===== src/rtl/bb3s_pkg.sv =====
// types and constants shared by the 3x3 box blur stream block
// no dependencies; imported by every module of the block
`default_nettype none

package bb3s_pkg;

    // configuration register indexes
    localparam logic CFG_IMAGE_WIDTH  = 1'b0;
    localparam logic CFG_IMAGE_HEIGHT = 1'b1;

    // input operation codes
    localparam logic OP_PIXEL = 1'b0;
    localparam logic OP_FLUSH = 1'b1;

    localparam int CFG_INDEX_W = 1;
    localparam int CFG_DATA_W  = 13;
    localparam int CFG_WIDTH_W  = 12;
    localparam int CFG_HEIGHT_W = 13;

    localparam int PIX_W = 8;
    // sum of nine 8-bit pixels is at most 2295
    localparam int SUM_W = 12;

    // divide by 9 as multiply by ceil(2^16 / 9) and shift; exact for sums below 32768
    localparam int                  RECIP_W     = 13;
    localparam logic [RECIP_W-1:0]  RECIP_9     = 13'd7282;
    localparam int                  RECIP_SHIFT = 16;
    localparam int                  PROD_W      = SUM_W + RECIP_W;

    // input item: op selects pixel or flush tick
    typedef struct packed {
        logic             op;
        logic [PIX_W-1:0] pixel_in;
    } bb3s_in_t;

    // result item
    typedef struct packed {
        logic [PIX_W-1:0] pixel_out;
        logic             frame_last;
    } bb3s_out_t;

    // per-item flags carried down the pipeline
    typedef struct packed {
        logic border;
        logic last;
    } bb3s_ctl_t;

endpackage

`default_nettype wire


===== src/rtl/bb3s_div9.sv =====
// divide-by-9 via reciprocal multiply, border select and output register
// depends on bb3s_pkg
`default_nettype none

module bb3s_div9
    import bb3s_pkg::*;
(
    input  wire logic             aclk,
    input  wire logic             load_en,
    input  wire logic [SUM_W-1:0] sum,
    input  wire logic [PIX_W-1:0] center,
    input  wire bb3s_ctl_t        ctl,
    output bb3s_out_t             out_reg
);

    logic [PROD_W-1:0] prod;
    logic [PIX_W-1:0]  quot;
    bb3s_out_t         out_next;

    // truncated mean, border pixels pass through
    always_comb begin
        prod                = PROD_W'(sum) * PROD_W'(RECIP_9);
        quot                = prod[RECIP_SHIFT +: PIX_W];
        out_next.pixel_out  = ctl.border ? center : quot;
        out_next.frame_last = ctl.last;
    end

    always_ff @(posedge aclk) begin
        if (load_en) begin
            out_reg <= out_next;
        end
    end

endmodule

`default_nettype wire


===== config.mk =====
export PLATFORM = sky130hd
export DESIGN_NAME = bb3s_div9
export DESIGN_NICKNAME = d
export VERILOG_FILES = /design/src/rtl/bb3s_pkg.sv /design/src/rtl/bb3s_div9.sv
export SDC_FILE = /design/constraint.sdc
export NUM_CORES = 1
export LEC_CHECK = 0
export BUFFER_PORTS_ARGS = -buffer_cell sky130_fd_sc_hd__buf_2
export CORE_MARGIN = 1.5
export CORE_UTILIZATION = 54
export CTS_CLUSTER_DIAMETER = 60
export DETAILED_ROUTE_END_ITERATION = 6
export PLACE_DENSITY = 0.78
export SYNTH_ARGS = -nofsm -noshare
export SYNTH_HDL_FRONTEND = slang
export SYNTH_SLANG_ARGS = --single-unit

===== constraint.sdc =====
create_clock -name aclk -period 4.75 [get_ports aclk]
set_input_delay 0.95 -clock aclk [delete_from_list [all_inputs] [get_ports aclk]]
set_output_delay 0.95 -clock aclk [all_outputs]
set_load 0.05 [all_outputs]

# [Yosys cells after proc, flatten, opt, wreduce, memory -nomap -nowiden]
# Index checks and enable logic that the tools add are counted.
[op_classes] addsub=0 mul=1 n_div=0 order_cmp=0 eq_ne=0 shifts=0 muxes=1 bitwise=0 reduce_logical=0
[ops] operator="$mul 12x12->23 const B" n=1
[ops] operator="$mux 8" n=1
[totals] register_bits=9 latch_bits=0 ramBits=0 mem_bits_ro=0 in_bits=24 output_inout_bits=9 word_cells=4 n_memories=0

# [Depth between registers and ports, before layout]
[logic_depth] ltp_word=2 ltp_mapped=18 ltp_nobuf=18

# [Least setup slack after synthesis]
# Ideal clock, no wire load.
[synth_timing] path_type="in2reg" from="input sum[7]" to="register out_reg[6] in the netlist's numbering (data pin)" t_arrival_ns=4.789 setup_slack_ns=-0.310 path_stages=18 path_cell_list="inv_1 -> fa_1 -> inv_1 -> ha_1 -> inv_1 -> fa_1 -> inv_1 -> fa_1 -> inv_1 -> fa_1 -> inv_1 -> ha_1 -> nand3_1 -> nor2_1 -> o21ai_0 -> a21oi_1 -> o2111a_1 -> a221oi_2"
[synth_lines] element="start: declaration" line_no="bb3s_div9.sv:10" rtl="input wire logic [SUM_W-1:0] sum,"
[synth_lines] element="end signal: assignment" line_no="bb3s_div9.sv:30" rtl="out_reg <= out_next;"
[synth_lines] element="end: declaration" line_no="bb3s_div9.sv:13" rtl="output bb3s_out_t out_reg"

==> impl_metrics.csv <==
group,metric,value,unit
run_status,run_status,"complete, but fails checks",
run_status,violations,"design-rule violations, negative setup slack",
logic_synthesis,synth_top_flop_cell,"edfxtp_1",
pwr,power_density,662.8,nW/um^2
clocking,cts-root-buf,"clkbuf_8",
logic_synthesis,synth_edf_count,9,
logic_synthesis,synth_seq_area_share,0.1062,
global_routing,grt_overflow,0,
layout,final_antenna_diode_count,0,
timing,post-route-worst-setup-slack,-0.2427,ns
critical_path,cp-start-kind,"input pin",
timing,worst_slew_margin_rel,0.7445,
logic_synthesis,synthCells,265,
clocking,max-clock-path-buffers,2,
critical_path,critPathKind,"input pin to flop",
logic_synthesis,netlist_area,2545,sq um
timing,final_hold_viol_count,0,
routing,route.detailed.wl_per_inst,19.05,um
logic_synthesis,netlist_top_cells_count,"66 x ha_1, 60 x inv_1, 29 x fa_1",
logic_synthesis,synth_cell_types,40,
global_routing,largest_net_degree_at_the_start_of_global_routing,19,
logic_synthesis,ys_ff_latch,9,
routing,initialDrtViolationCount,291,
routing,route.detailed.vias_per_inst,5.887,
timing,finalHoldWorstSlack,0.9058,ns
flow_run,cap_violations,0,
critical_path,arrival_time_at_the_worst_endpoint,4.95,ns
layout,post_route_cells_drive_above_1_share,0.4176,
timing,timing.final.max_slew_violations,0,
critical_path,critical_path.endpoint,"out_reg[5]",
clocking,cts_htree_levels,1,
global_routing,initial_antenna_violation_count,0,
critical_path,path_max_fanout,3,
placement,number_of_port_buffers,32,
timing,maxClockFrequency,200.3,MHz
floorplanning,num_rows,24,
logic_synthesis,yosys.area.top_type,"ha_1",
critical_path,critPathLaunch,"sum[8]",
floorplanning,core,4444,sq um
pwr,peakVddDrop,361.4,uV
logic_synthesis,syn-num-nets,384,
timing,rsz0062_at_grt,"yes",
routing,drc,3,
floorplanning,fp.dieW,71.65,um
global_routing,grt_pass1_wl,12140,um
routing,wl,7926,um
clocking,cts_tree,"done",
floorplanning,io-pin-count,33,
layout,area_growth_syn_to_layout,43.02,%
clocking,cts.clk_slew.worst_paths,0.05,ns
global_routing,global_route.usage.total,0.3049,
critical_path,critPathRequiredTime,4.71,ns
logic_synthesis,post-synth-top-area-fraction,0.3245,
routing,drt_pre_antenna_iters,7,
global_routing,grt_pass1_vias,2599,
logic_synthesis,synthTopCellsByArea,"ha_1 32%, fa_1 23%, edfxtp_1 11%",
floorplanning,start_util,0.5726,
logic_synthesis,synth.yosys.warnings,0,
critical_path,setup.worst_path.end_class,"flop",
placement,detailed_placement_hpwl,5487,um
logic_synthesis,postSynth.asyncResetShare,0,
logic_synthesis,synth_area_per_cell,9.604,sq um
timing,finalCritPeriodShare,1.051,
clocking,cts-hold-fix-buffers,0,
timing,worstMarginPinSlew,0.3792,ns
pwr,static-leakage-power,1.886,nW
floorplanning,die_height,71.65,um
placement,gpl.final_weighted_congestion,0.9529,
clocking,cts_num_sinks,9,
layout,num-nets-final,484,
clocking,tritoncts.num_buffers,3,
min_path,hold_path.class,"input pin to flop",
layout,post-route-util,0.8190,
timing,setup_viol,8,
routing,vias,2449,
timing,finalCriticalPeriod,4.993,ns
logic_synthesis,post-synth-top-count-cell,"ha_1",
routing,antenna_left,0,
layout,largest_reg_flops,9,
floorplanning,die_area,5134,sq um
cell type report:
cell class,instances,area [sq um]
clock buffer,3,41.29
clock inverter,1,5.005
fill,244,804.5
inverter,60,232.7
multi-input combinational,193,2318
sequential,9,270.3
tap,52,65.06
timing repair buffer,98,706.9
routing by layer:
| metal | share of wire | vias to the layer above | global-route usage |
|---|---|---|---|
| li1 | - | 1102 | - |
| met1 | 0.40 | 1177 | 0.3798 |
| met2 | 0.49 | 136 | 0.5504 |
| met3 | 0.062 | 34 | 0.01969 |
| met4 | 0.045 | 0 | 0.1174 |
| met5 | 0 | - | 0 |
cell usage in the layout (no fill, tap or decap), drive strengths merged:
cell type / synthesis / layout
buf: 0 / 98
or2: 1 / 1
and3: 1 / 1
a21o: 10 / 10
o31ai: 2 / 2
nor2b: 2 / 2
o21bai: 1 / 1
inv: 60 / 58
o311ai: 1 / 1
nor3b: 1 / 1
a311oi: 2 / 2
o22ai: 1 / 1
a221oi: 2 / 2
and2: 1 / 1
nand3: 4 / 4
a2111o: 1 / 1
a211oi: 2 / 2
fa: 29 / 29
clkbuf: 2 / 3
or3b: 1 / 1
o2111a: 2 / 2
a31oi: 1 / 1
nand2: 8 / 8
clkinvlp: 0 / 2
or3: 1 / 1
nor2: 12 / 12
xor2: 2 / 2
xnor2: 5 / 5
o21a: 4 / 4
nand3b: 1 / 1
nand4: 3 / 3
o211ai: 2 / 2
nor3: 4 / 4
ha: 66 / 66
edfxtp: 9 / 9
mux2i: 1 / 1
o21ai: 9 / 9
a21oi: 10 / 10
clkinv: 0 / 1
report_power, final:
part / switching, mW / total [mW] / internal [mW] / leakage, nW
Clock: 0.0311 / 0.0884 / 0.0572 / 0.0255
Sequential: 0.00571 / 0.138 / 0.132 / 0.0880
Combinational: 1.15 / 2.19 / 1.04 / 1.77
Total: 1.19 / 2.41 / 1.22 / 1.89
logic make-up after synthesis:
logic type / synth area share
adders and majority gates: 0.5526
AOI/OAI and AO/OA: 0.1377
and+or+nand+nor: 0.07671
DFF: 0.1062
buffers and inverters: 0.09882
xor gates and xnor gates: 0.02409
muxes: 0.003933
per-stage QoR:
| step | area [sq um] | worst slack, ns | power, mW | cells | TNS (ns) |
|---|---|---|---|---|---|
| finish | 3640 | -0.2427 | 2.412 | 416 | -1.695 |
| global route | 3640 | -0.3560 | 2.548 | 416 | -2.529 |
| CTS | 3551 | -0.07584 | 2.197 | 413 | -0.2279 |
| detailed placement | 3266 | -0.4734 | 1.952 | 404 | -2.991 |
| global placement | 3266 | -0.4290 | 1.871 | 404 | -2.477 |
| floorplan | 2631 | -0.06978 | 1.315 | 265 | -0.1635 |
worst min path at each step:
stage	cells after the start	to	start	slack [ns]
global placement	1	out_reg[0]	ctl[0]	1.13
floorplan	0	out_reg[0]	ctl[0]	1.05
detailed placement	1	out_reg[0]	ctl[0]	1.14
finish	1	out_reg[0]	ctl[0]	0.91
global route	1	out_reg[0]	ctl[0]	0.90
CTS	1	out_reg[0]	ctl[0]	0.91
worst max-delay path, cell delays in order:
cell        delay (ns)
buf_8             0.08
clkinvlp_4        0.11
fa_1              0.57
inv_2             0.06
ha_4              0.28
inv_2             0.04
fa_1              0.48
inv_2             0.05
fa_1              0.51
inv_1             0.06
fa_2              0.53
inv_2             0.04
ha_4              0.27
buf_6             0.09
nand4_1           0.13
a2111o_1          0.45
a21oi_2           0.19
a311oi_2          0.05
timing repair:
action | CTS | global route
endpoints found under the setup margin | 8 | 8
pin swaps | 24 | 10
resized for setup | 36 | 16
cloned | 0 | 0
setup buffers | 5 | 3
(Power assumes the default switching activity.)
