**config.mk**
```make
export PLATFORM = sky130hd
export DESIGN_NAME = bb3s_window
export DESIGN_NICKNAME = d
export VERILOG_FILES = /design/src/rtl/bb3s_pkg.sv /design/src/rtl/bb3s_window.sv
export SDC_FILE = /design/constraint.sdc
export NUM_CORES = 1
export LEC_CHECK = 0
export BUFFER_PORTS_ARGS = -buffer_cell sky130_fd_sc_hd__buf_2
export CAP_MARGIN = 15
export CORE_MARGIN = 2
export CORE_UTILIZATION = 45
export CTS_CLUSTER_SIZE = 10
export DETAILED_ROUTE_END_ITERATION = 12
export HOLD_SLACK_MARGIN = 0.1
export PLACE_DENSITY = 0.66
export SYNTH_ARGS = -nofsm -noshare
export SYNTH_HDL_FRONTEND = slang
export SYNTH_SLANG_ARGS = --single-unit
```
**constraint.sdc**
```tcl
create_clock -name aclk -period 5.55 [get_ports aclk]
set_input_delay 0.555 -clock aclk [delete_from_list [all_inputs] [get_ports aclk]]
set_output_delay 0.555 -clock aclk [all_outputs]
set_load 0.05 [all_outputs]
```
**src/rtl/bb3s_pkg.sv**
```systemverilog
// types and constants shared by the 3x3 box blur stream block
// no dependencies; imported by every module of the block
`default_nettype none

package bb3s_pkg;

    // configuration register indexes
    localparam logic CFG_IMAGE_WIDTH  = 1'b0;
    localparam logic CFG_IMAGE_HEIGHT = 1'b1;

    // input operation codes
    localparam logic OP_PIXEL = 1'b0;
    localparam logic OP_FLUSH = 1'b1;

    localparam int CFG_INDEX_W = 1;
    localparam int CFG_DATA_W  = 13;
    localparam int CFG_WIDTH_W  = 12;
    localparam int CFG_HEIGHT_W = 13;

    localparam int PIX_W = 8;
    // sum of nine 8-bit pixels is at most 2295
    localparam int SUM_W = 12;

    // divide by 9 as multiply by ceil(2^16 / 9) and shift; exact for sums below 32768
    localparam int                  RECIP_W     = 13;
    localparam logic [RECIP_W-1:0]  RECIP_9     = 13'd7282;
    localparam int                  RECIP_SHIFT = 16;
    localparam int                  PROD_W      = SUM_W + RECIP_W;

    // input item: op selects pixel or flush tick
    typedef struct packed {
        logic             op;
        logic [PIX_W-1:0] pixel_in;
    } bb3s_in_t;

    // result item
    typedef struct packed {
        logic [PIX_W-1:0] pixel_out;
        logic             frame_last;
    } bb3s_out_t;

    // per-item flags carried down the pipeline
    typedef struct packed {
        logic border;
        logic last;
    } bb3s_ctl_t;

endpackage

`default_nettype wire

```
**src/rtl/bb3s_window.sv**
```systemverilog
// 3x3 sliding window registers and the registered neighborhood sum
// depends on bb3s_pkg
`default_nettype none

module bb3s_window
    import bb3s_pkg::*;
(
    input  wire logic             aclk,
    input  wire logic             aresetn,
    input  wire logic             shift_en,
    input  wire logic             load_en,
    input  wire logic [PIX_W-1:0] up_pixel,
    input  wire logic [PIX_W-1:0] mid_pixel,
    input  wire logic [PIX_W-1:0] new_pixel,
    input  wire bb3s_ctl_t        ctl_in,
    output logic      [SUM_W-1:0] sum_reg,
    output logic      [PIX_W-1:0] center_reg,
    output bb3s_ctl_t             ctl_reg
);

    logic [PIX_W-1:0] win_reg [9];
    logic [SUM_W-1:0] sum_next;

    // sum over the window as it stands after this shift
    always_comb begin
        sum_next = SUM_W'(win_reg[1]) + SUM_W'(win_reg[2]) + SUM_W'(up_pixel)
                 + SUM_W'(win_reg[4]) + SUM_W'(win_reg[5]) + SUM_W'(mid_pixel)
                 + SUM_W'(win_reg[7]) + SUM_W'(win_reg[8]) + SUM_W'(new_pixel);
    end

    // shift one column left, new column enters on the right
    always_ff @(posedge aclk) begin
        if (!aresetn) begin
            for (int i = 0; i < 9; i++) begin
                win_reg[i] <= '0;
            end
        end else if (shift_en) begin
            for (int r = 0; r < 3; r++) begin
                win_reg[r*3]     <= win_reg[r*3 + 1];
                win_reg[r*3 + 1] <= win_reg[r*3 + 2];
            end
            win_reg[2] <= up_pixel;
            win_reg[5] <= mid_pixel;
            win_reg[8] <= new_pixel;
        end
    end

    // sum stage
    always_ff @(posedge aclk) begin
        if (load_en) begin
            sum_reg    <= sum_next;
            center_reg <= win_reg[5];
            ctl_reg    <= ctl_in;
        end
    end

endmodule

`default_nettype wire

```
Yosys cells after proc, flatten, opt, wreduce, memory -nomap -nowiden. Memory sizes are Yosys's and may differ from the RTL's. Index checks and enable logic that the tools add are counted.

Bits in registers: 22. Latch bits: 0. RAM bits: 72. Memory bits (read-only): 0. Output and inout port bits: 22. Memories kept: 1.

Add/sub/neg operators: 8. $mul: 0. Divide/modulo/power cells: 0. $lt $le $gt $ge: 0. Equality and inequality tests: 0. Shift operators: 0. Muxes and demuxes: 13. Bitwise operators: 9. Reduce and logical (&&, ||, !) cells: 0.

Memories: win_reg (depth 9, bits a word 8, read ports 6, clocked after memory_dff 0, write ports 9, RTL line bb3s_window.sv:21) `logic [PIX_W-1:0] win_reg [9];`.

Operators with widths (number): 2-to-1 mux 8 bit (9); adder 12 x 8 -> 12 bit (4); adder 11 x 8 -> 12 bit (1); adder 10 x 8 -> 11 bit (1); adder 9 x 8 -> 10 bit (1); adder 8 x 8 -> 9 bit (1); OR 1 bit (9); 2-to-1 mux 1 bit (4).

Longest topological paths before layout. Gate-level depths: netlist (run 1).

Word-level depth: 8. Mapped depth: 15. Mapped depth without buffers: 15.

Worst setup path after synthesis (run 1). Ideal clock, no wire load.

Kind: input to register. From: in up_pixel[2]. To: reg sum_reg[10], data pin. Data arrival time: 3.878 ns. Required time: 5.286 ns. Slack: 1.408 ns. Cell stages on the path: 15. Buffers on the path: 0. Cells stage by stage: inv_1 -> fa_1 -> inv_1 -> fa_1 -> fa_1 -> inv_1 -> fa_1 -> inv_1 -> ha_1 -> inv_1 -> fa_1 -> and2b_1 -> o211ai_1 -> a31oi_1 -> xor2_1.

Longest elaborated chain between the ends: 7.

RTL lines: from (decl) (RTL line bb3s_window.sv:12) `input wire logic [PIX_W-1:0] up_pixel,`; adder 9 x 8 -> 10 bit (RTL line bb3s_window.sv:26) `sum_next = SUM_W'(win_reg[1]) + SUM_W'(win_reg[2]) + SUM_W'(up_pixel)`; adder 10 x 8 -> 11 bit (RTL line bb3s_window.sv:27) `+ SUM_W'(win_reg[4]) + SUM_W'(win_reg[5]) + SUM_W'(mid_pixel)`; adder 11 x 8 -> 12 bit (RTL line bb3s_window.sv:27); adder 12 x 8 -> 12 bit (RTL line bb3s_window.sv:27); adder 12 x 8 -> 12 bit (3 in series) (RTL line bb3s_window.sv:28) `+ SUM_W'(win_reg[7]) + SUM_W'(win_reg[8]) + SUM_W'(new_pixel);`; via sum_next[10] (RTL line bb3s_window.sv:22) `logic [SUM_W-1:0] sum_next;`; to (signal assigned) (RTL line bb3s_window.sv:51) `sum_reg <= sum_next;`; to (decl) (RTL line bb3s_window.sv:16) `output logic [SUM_W-1:0] sum_reg,`.

The timed path passes the listed nets, and every way through them passes these cells. A chain may end at the register's enable or synchronous reset.

==> impl_metrics.ini, run 1 <==
[drt]
vias = 2303
drt_pre_antenna_iters = 4
wl_per_cell_um = 14.3
wirelength_um = 6760
detail_route.vias_per_cell = 4.87
drc_errors = 0
drtAntennaViolNets = 0
drt-initial-drc-count = 102

[pwr]
power_density_nw_per_um2 = 536
ir_worst_vdd_mv = 0.221
power_leakage_uw = 0.00237

[floorplan]
io-pin-count = 52
dieArea_um2 = 10100
core_um2 = 9150
die_h_um = 101
rows = 35
initial_utilization = 0.460
die_w_um = 101

[synth]
synth_top_family_by_area = adder cells
synth_compound_area_frac = 0.0262
synth_fa_ha_area_frac = 0.296
synthSimpleGateAreaFrac = 0.0877
synth_edf_count = 70
synth_top_area_cell = edfxtp_1
yosys_warnings = 0
yosysMostFrequentCell = inv_1
yosys-top-cells-count = inv_1, edfxtp_1, fa_1, and3_1, ha_1
avgSynthCellArea_um2 = 13.8
syn_nets = 401
synth-xor-area-share = 0.0125
ys_types = 26
ys_ff_latch = 70
synthFlopType = edfxtp_1
synthCells = 304
ys_async_sr_fraction = 0
muxShareOfSynthArea = 0
syn-cell-area_um2 = 4210
ys_seq_area_frac = 0.500
synth_top_area_share = 0.500
synth.top_cells.by_area = edfxtp_1, fa_1, and3_1, inv_1, ha_1

[sta]
slew_headroom = 0.518
fmax_mhz = 244
hold_violations = 0
finalSetupTns_ps = 0
finClkSkew_ps = 10.2
finalSetupViolCount = 0
drv_slew = 0
grt_setup_unrepaired = false
fin_crit_ps = 4100
period_share = 0.739
worst_pin_slew_ps = 723

[global_routing]
gr-usage-met1 = 0.213
grt_pass1_wl_um = 11400
grt_max_degree = 50
top_usage_layer = met2
antenna_found_initial = 0
use_met3 = 0.0368
grt_overflow = 0
use_met2 = 0.219
grt_pass1_vias = 2362
track_usage = 0.147

[layout]
instances_no_fill = 473
syn_to_final_growth_pct = 14.2
drive_above_1_share = 0.202
largest_reg_flops = 48
nets = 454
n_antenna_cell = 0
post-route-util = 0.525

[placement]
globalplace.congestion = 0.711
placedCellCount = 456
hpwlAfterDp_um = 4920
io_buffers = 51

[outcome]
status = finished clean

[setup_path]
r2r_setup_slack_ps = 1450
critPathKind = reg -> reg
critPathArrivalTime_ps = 4190
crit_path_end = sum_reg[10]
cpMostUsedCell = fa_1
cp_max_fo = 2
critPathLaunch = win_reg[8][2]
slowest_delay_ps = 580
r2r_end = sum_reg[10]
reg2reg_depth = 13
cp_cell_sequence = fa_1, fa_1, fa_1, inv_1, fa_1, inv_1, ha_1, inv_1, fa_1, and2b_1, o211ai_1, a31oi_1, xor2_1
cp.required_ps = 5640
end_kind = flop
crit_slowest_cell = fa_1
start_kind = flop
timing.rr.start = win_reg[8][2]

[clocking]
h-tree-depth = 3
clock-sinks = 70
cts_tree = built
cts_buffer_depth = 2
cts_buffers = 9
insertion_delay_ps = 350
cts_resized = 0
hold_buffers = 0
path_clk_slew_ps = 80
postCtsSetupBuffers = 0
root_buffer = clkbuf_8

[hold_path]
hp-class = in -> reg
worstHoldStart = ctl_in[1]

[flow_run]
maxCapViolCount = 0
## metrics by stage
stage	hold slack [ps]	instance area [um2]	total power [uW]	worst slack, ps
6_report	390	4810	2580	1450
5_1_grt	379	4810	2810	1250
4_1_cts	369	4780	2620	1460
3_5_place_dp	484	4570	2170	1090
3_3_place_gp	481	4570	2150	1190
2_1_floorplan	464	4210	1900	1410
## power breakdown
part	leakage, uW	switching (uW)	internal [uW]	total, uW
sequential	0.000743	27.4	741	768
combinational	0.00152	806	558	1360
clock	0.000104	194	250	444
total	0.00237	1030	1550	2580
## worst max-delay path: cells and delay by family (launching register included)
family / cells / cell delay [ps]
xor+xnor: 1 / 80
fa+ha+maj: 6 / 2610
flops: 1 / 430
simple gates: 1 / 240
compound gates: 2 / 310
buf+inv: 3 / 180
## cell usage in the layout (no fill, tap or decap), types with 2 or more instances in the layout
cell	netlist	routed
clkbuf_8	0	9
nand4_1	2	2
bufinv_16	0	2
a21oi_2	2	2
edfxtp_1	70	70
xnor2_1	4	4
nand2_1	2	2
and3_1	49	49
a21o_1	2	2
xor2_1	2	2
ha_1	13	13
clkinv_1	0	2
a21oi_1	2	2
buf_2	0	51
inv_1	78	78
fa_1	54	54
o21a_1	2	2
## worst min-delay path by stage
stage | slack, ps | cells after the start | to
after CTS | 370 | 1 | ctl_reg[1]
after global routing | 380 | 1 | ctl_reg[1]
after floorplan | 460 | 0 | center_reg[0]
after global placement | 480 | 0 | center_reg[1]
final | 390 | 1 | ctl_reg[1]
after detailed placement | 480 | 0 | center_reg[1]
## cell families after synthesis
group,count (synthesis)
flip-flops,70
AND/OR/NAND/NOR,60
adder cells (fa/ha/maj),67
AO/OA/AOI/OAI,13
XOR/XNOR,6
buffers and inverters,88
## layout make-up
cell class | instances | area, um2
Multi-Input combinational cell | 146 | 1780
Fill cell | 776 | 4350
Tap cell | 111 | 139
Sequential cell | 70 | 2100
Inverter | 78 | 293
Timing Repair Buffer | 52 | 283
Clock inverter | 7 | 88.8
Clock buffer | 9 | 124
## routing by layer
layer / wire length, um / vias to the layer above
li1: - / 1091
met1: 3270 / 1154
met2: 3090 / 47
met3: 292 / 11
met4: 113 / 0
met5: 0 / -
No activity file was read; power rests on OpenSTA's default activity.
==> run 2, diff against run 1 <==
--- a/config.mk
+++ b/config.mk
@@ -5,6 +5,7 @@
 export SDC_FILE = /design/constraint.sdc
 export NUM_CORES = 1
 export LEC_CHECK = 0
+export ABC_AREA = 1
 export BUFFER_PORTS_ARGS = -buffer_cell sky130_fd_sc_hd__buf_2
 export CAP_MARGIN = 15
 export CORE_MARGIN = 2
==> constraint.sdc (replaced) <==
create_clock -name aclk -period 3.8 [get_ports aclk]
set_input_delay 0.38 -clock aclk [delete_from_list [all_inputs] [get_ports aclk]]
set_output_delay 0.38 -clock aclk [all_outputs]
set_load 0.05 [all_outputs]
==> impl_metrics.ini, run 2 <==
[synth]
ys_async_sr_fraction = 0
avgSynthCellArea_um2 = 11.7
ys_types = 15
yosys_warnings = 0
synthFlopType = edfxtp_1
synth.top_cells.by_area = edfxtp_1, fa_1, inv_1, nor2_1, ha_1
yosysMostFrequentCell = inv_1
syn_nets = 461
yosys-top-cells-count = inv_1, edfxtp_1, fa_1, nor2_1, nand2_1
ys_ff_latch = 70
synth_top_area_share = 0.494
synth_edf_count = 70
syn-cell-area_um2 = 4260
ys_seq_area_frac = 0.494
synth_top_area_cell = edfxtp_1
synthCells = 364

[global_routing]
grt_max_degree = 49
grt_pass1_wl_um = 11800
grt_pass1_vias = 2696
grt_overflow = 0
track_usage = 0.151
antenna_found_initial = 0

[layout]
post-route-util = 0.543
drive_above_1_share = 0.233
fin_area_um2 = 4990
syn_to_final_growth_pct = 17.3
nets = 536
final_common_cell = inv_1
n_antenna_cell = 0
final.fill_count = 787
largest_reg_flops = 48
seq_area_um2 = 2100
final_cell_mix = inv_1, edfxtp_1, nor2_1, fa_1, buf_2
multi_input_area_um2 = 1750

[setup_path]
crit_slowest_cell = fa_1
cpMostUsedCell = fa_1
cp.required_ps = 3890
start_kind = flop
slowest_delay_ps = 560
cp_max_fo = 3
timing.rr.start = win_reg[8][1]
end_kind = flop
critPathKind = reg -> reg
critPathLaunch = win_reg[8][1]
critPathArrivalTime_ps = 3830
cp_cell_sequence = fa_1, inv_1, fa_1, fa_1, fa_1, inv_1, ha_2, inv_2, fa_2, inv_2, nand2_2, nand2_2, nand3b_1, nand3_1, nand2_1

[clocking]
root_buffer = clkbuf_8
clock-sinks = 70
cts_tree = built
cts_buffers = 9
hold_buffers = 0
insertion_delay_ps = 340
h-tree-depth = 3
path_clk_slew_ps = 80
cts_buffer_depth = 2

[outcome]
status = finished clean

[drt]
drc_errors = 0
drt_pre_antenna_iters = 4
drt-initial-drc-count = 78
detail_route.vias_per_cell = 4.46
drtAntennaViolNets = 0
vias = 2472
wl_per_cell_um = 12.2
wirelength_um = 6750

[placement]
globalplace.congestion = 0.838
place_area_um2 = 4720
io_buffers = 51
hpwlAfterDp_um = 4960

[pwr]
ir_worst_vdd_mv = 0.485
total_power_uw = 4140
power_leakage_uw = 0.00244
power_density_nw_per_um2 = 829

[floorplan]
dieArea_um2 = 10300
initial_utilization = 0.463
io-pin-count = 52
die_h_um = 101
core_um2 = 9200
die_w_um = 101
rows = 35

[sta]
drv_slew = 0
fin_crit_ps = 3740
hold_ws_ps = 221
hold_violations = 0
finalSetupTns_ps = 0
fmax_mhz = 267
slew_headroom = 0.621
finalSetupViolCount = 0
worst_pin_slew_ps = 569
grt_setup_unrepaired = true
finClkSkew_ps = 10.3
period_share = 0.985

[flow_run]
maxCapViolCount = 0

[hold_path]
worstHoldStart = ctl_in[0]
hp-class = in -> reg
## run 2: cell count changes after synthesis, moves of 3 or more
cell | before | now
and3_1 | 49 | 0
buf_2 | 0 | 3
clkbuf_1 | 10 | 0
inv_1 | 78 | 118
nand2_1 | 2 | 34
nand3_1 | 0 | 6
nor2_1 | 1 | 52
## run 2: report_power, final
part | leakage (uW) | internal [uW] | switching, uW
logic | 0.00162 | 1090 | 1450
registers | 0.000747 | 1070 | 44.4
clock network | 0.0000817 | 229 | 267
total | 0.00244 | 2390 | 1760
## run 2: critical path: cells and delay by family (launching register included)
| family | cells | cell delay, ps |
|---|---|---|
| flops | 1 | 420 |
| fa+ha+maj | 6 | 2480 |
| buf+inv | 4 | 220 |
| simple gates | 5 | 370 |
## run 2: kinds of logic (layout without fill, tap and decap cells)
family / count (synthesis) / count (layout) / share of synthesized area
compound gates: 4 / 4 / 0.00470
xor+xnor: 3 / 3 / 0.00617
fa+ha+maj: 67 / 67 / 0.292
buf+inv: 123 / 202 / 0.113
flops: 70 / 70 / 0.494
simple gates: 97 / 97 / 0.0905
## run 2: worst paths after layout
path | to | slack, ps | depth (start not counted)
setup reg to reg | sum_reg[8] | 60 | 15
hold reg to reg | center_reg[6] | 510 | 0
setup / recovery | sum_reg[8] | 60 | 15
hold / removal | ctl_reg[0] | 220 | 1
## run 2: per-stage QoR
step	setup slack, ps	cells
finish	57.8	554
global route	-77.8	554
CTS	-17.4	549
global placement	-167	534
detailed placement	-227	534
floorplan	42.1	364
## run 2: area by class of cell
class	instances	area share
flip-flops and latches	70	0.421
multi-input cells	171	0.351
inverters	118	0.0887
repair buffers	69	0.0807
well taps	111	0.0278
clock buffers	10	0.0256
clock inverters	5	0.00551
## run 2: timing repair
item | CTS | global route
setup buffers | 0 | 4
setup endpoints to repair | 2 | 6
endpoints found under the hold margin | 0 | 0
gates resized for setup | 4 | 14
pin swaps | 8 | 25
## run 2: per-layer routing
layer | track usage | vias to the layer above | part of all wire
li1 | - | 1218 | -
met1 | 0.181 | 1202 | 0.43
met2 | 0.269 | 43 | 0.52
met3 | 0.0455 | 9 | 0.036
met4 | 0.0312 | 0 | 0.012
met5 | 0 | - | 0
==> run 3, diff against run 2 <==
--- a/config.mk
+++ b/config.mk
@@ -10,6 +10,7 @@
 export CAP_MARGIN = 15
 export CORE_MARGIN = 2
 export CORE_UTILIZATION = 45
+export CTS_BUF_LIST = sky130_fd_sc_hd__clkbuf_16
 export CTS_CLUSTER_SIZE = 10
 export DETAILED_ROUTE_END_ITERATION = 12
 export HOLD_SLACK_MARGIN = 0.1
==> impl_metrics.ini, run 3 (synthesis results as in run 2) <==
[sta]
worst_pin_slew_ps = 580
drv_slew = 0
period_share = 0.982
finClkSkew_ps = 2.91
slew_headroom = 0.613
fmax_mhz = 268
fin_crit_ps = 3730
timing.final.ws_setup_ps = 68.3
grt_setup_unrepaired = true
hold_violations = 0
finalSetupViolCount = 0
finalSetupTns_ps = 0
hold_ws_ps = 233

[pwr]
p_seq_frac = 0.255
ir_worst_vdd_mv = 0.451
p_int_uw = 2580
p_sw_frac = 0.409
power_leakage_uw = 0.00250
power_frac_comb = 0.579
switchingPower_uw = 1780
total_power_uw = 4360
power_density_nw_per_um2 = 855
clkPwrFrac = 0.166

[setup_path]
critPathArrivalTime_ps = 3810
r2r_setup_slack_ps = 70
cpMostUsedCell = fa_1
cp_cell_sequence = fa_1, inv_1, fa_1, fa_1, fa_1, inv_1, ha_2, inv_2, fa_2, inv_2, nand2_2, nand2_2, nand3b_1, nand3_1, nand2_1
slowest_delay_ps = 560
crit_slowest_cell = fa_1
start_kind = flop
end_kind = flop
cp_max_fo = 3
critPathKind = reg -> reg
cp.required_ps = 3880

[clocking]
cts_buffers = 9
h-tree-depth = 3
insertion_delay_ps = 320
hold_buffers = 0
path_clk_slew_ps = 50
root_buffer = clkbuf_16
cts_buffer_depth = 2
cts_tree = built
clock-sinks = 70

[outcome]
status = finished clean

[global_routing]
grt_pass1_vias = 2708
grt_max_degree = 49
gr-usage-met1 = 0.182
use_met3 = 0.0414
grt_pass1_wl_um = 11800
grt_overflow = 0
use_met2 = 0.272
antenna_found_initial = 0
top_usage_layer = met2
track_usage = 0.152

[layout]
n_antenna_cell = 0
syn_to_final_growth_pct = 19.7
final_common_cell = inv_1
final.fill_count = 780
post-route-util = 0.554
final_cell_mix = inv_1, edfxtp_1, nor2_1, fa_1, buf_2
largest_reg_flops = 48
nets = 536
drive_above_1_share = 0.235

[floorplan]
core_um2 = 9200
dieArea_um2 = 10300
rows = 35
initial_utilization = 0.463
die_h_um = 101
io-pin-count = 52
die_w_um = 101

[drt]
detail_route.vias_per_cell = 4.42
drt_pre_antenna_iters = 4
drc_errors = 0
wl_per_cell_um = 12.2
drtAntennaViolNets = 0
vias = 2446
wirelength_um = 6760
drt-initial-drc-count = 75

[hold_path]
hp-class = in -> reg

[placement]
post-place-ws_ps = -227
io_buffers = 51
hpwlAfterDp_um = 4960
globalplace.congestion = 0.838

[flow_run]
maxCapViolCount = 0
## run 3: changes by cell type in the layout (fill, tap and decap cells not counted)
cell / change
clkbuf_8: -9
nand2_1: -1
clkbuf_16: +9
clkbuf_1: -1
inv_1: +1
nand2_2: +1
## run 3: critical path: cells and delay by family (launching register included)
kind                       cells  cell delay, ps
adders and majority gates      6            2480
buffers and inverters          4             220
DFF                            1             420
and+or+nand+nor                5             370
## run 3: area by class of cell
cell class,count,area (um2),area share
timing repair buffer,69,403,0.0790
sequential,70,2100,0.412
clock buffer,9,225,0.0442
tap,111,139,0.0272
clock inverter,6,31.3,0.00613
inverter,118,443,0.0869
multi-input combinational,171,1760,0.344
## run 3: power groups by stage
stage / combinational (uW) / clock (uW) / sequential, uW
after floorplan: 1370 / 0 / 1370
after global placement: 2190 / 0 / 1130
after detailed placement: 2230 / 0 / 1130
after CTS: 2260 / 741 / 1120
after global routing: 2940 / 768 / 1130
final: 2520 / 723 / 1110
## run 3: per-stage QoR
step	instances	instance area (um2)
floorplan	364	4260
CTS	549	4980
finish	554	5100
detailed placement	534	4720
global route	554	5100
global placement	534	4720
## run 3: worst paths after layout
| path | startpoint | end | depth (start not counted) |
|---|---|---|---|
| max | win_reg[8][1] | sum_reg[8] | 15 |
| min | ctl_in[0] | ctl_reg[0] | 1 |
| max reg2reg | win_reg[8][1] | sum_reg[8] | 15 |
| min reg2reg | win_reg[5][7] | center_reg[7] | 0 |
## run 3: what timing repair did
action | 4_1_cts | 5_1_grt
gates cloned | 0 | 0
buffers inserted | 0 | 4
pin swaps | 8 | 27
setup endpoints to repair | 2 | 6
gates resized for setup | 4 | 15
## run 3: routing by layer
layer  up-vias  part of all wire  routed length (um)
li1       1220                 -                   -
met1      1176              0.43                2900
met2        42              0.53                3550
met3         8             0.035                 239
met4         0             0.010                  68
met5         -                 0                   0
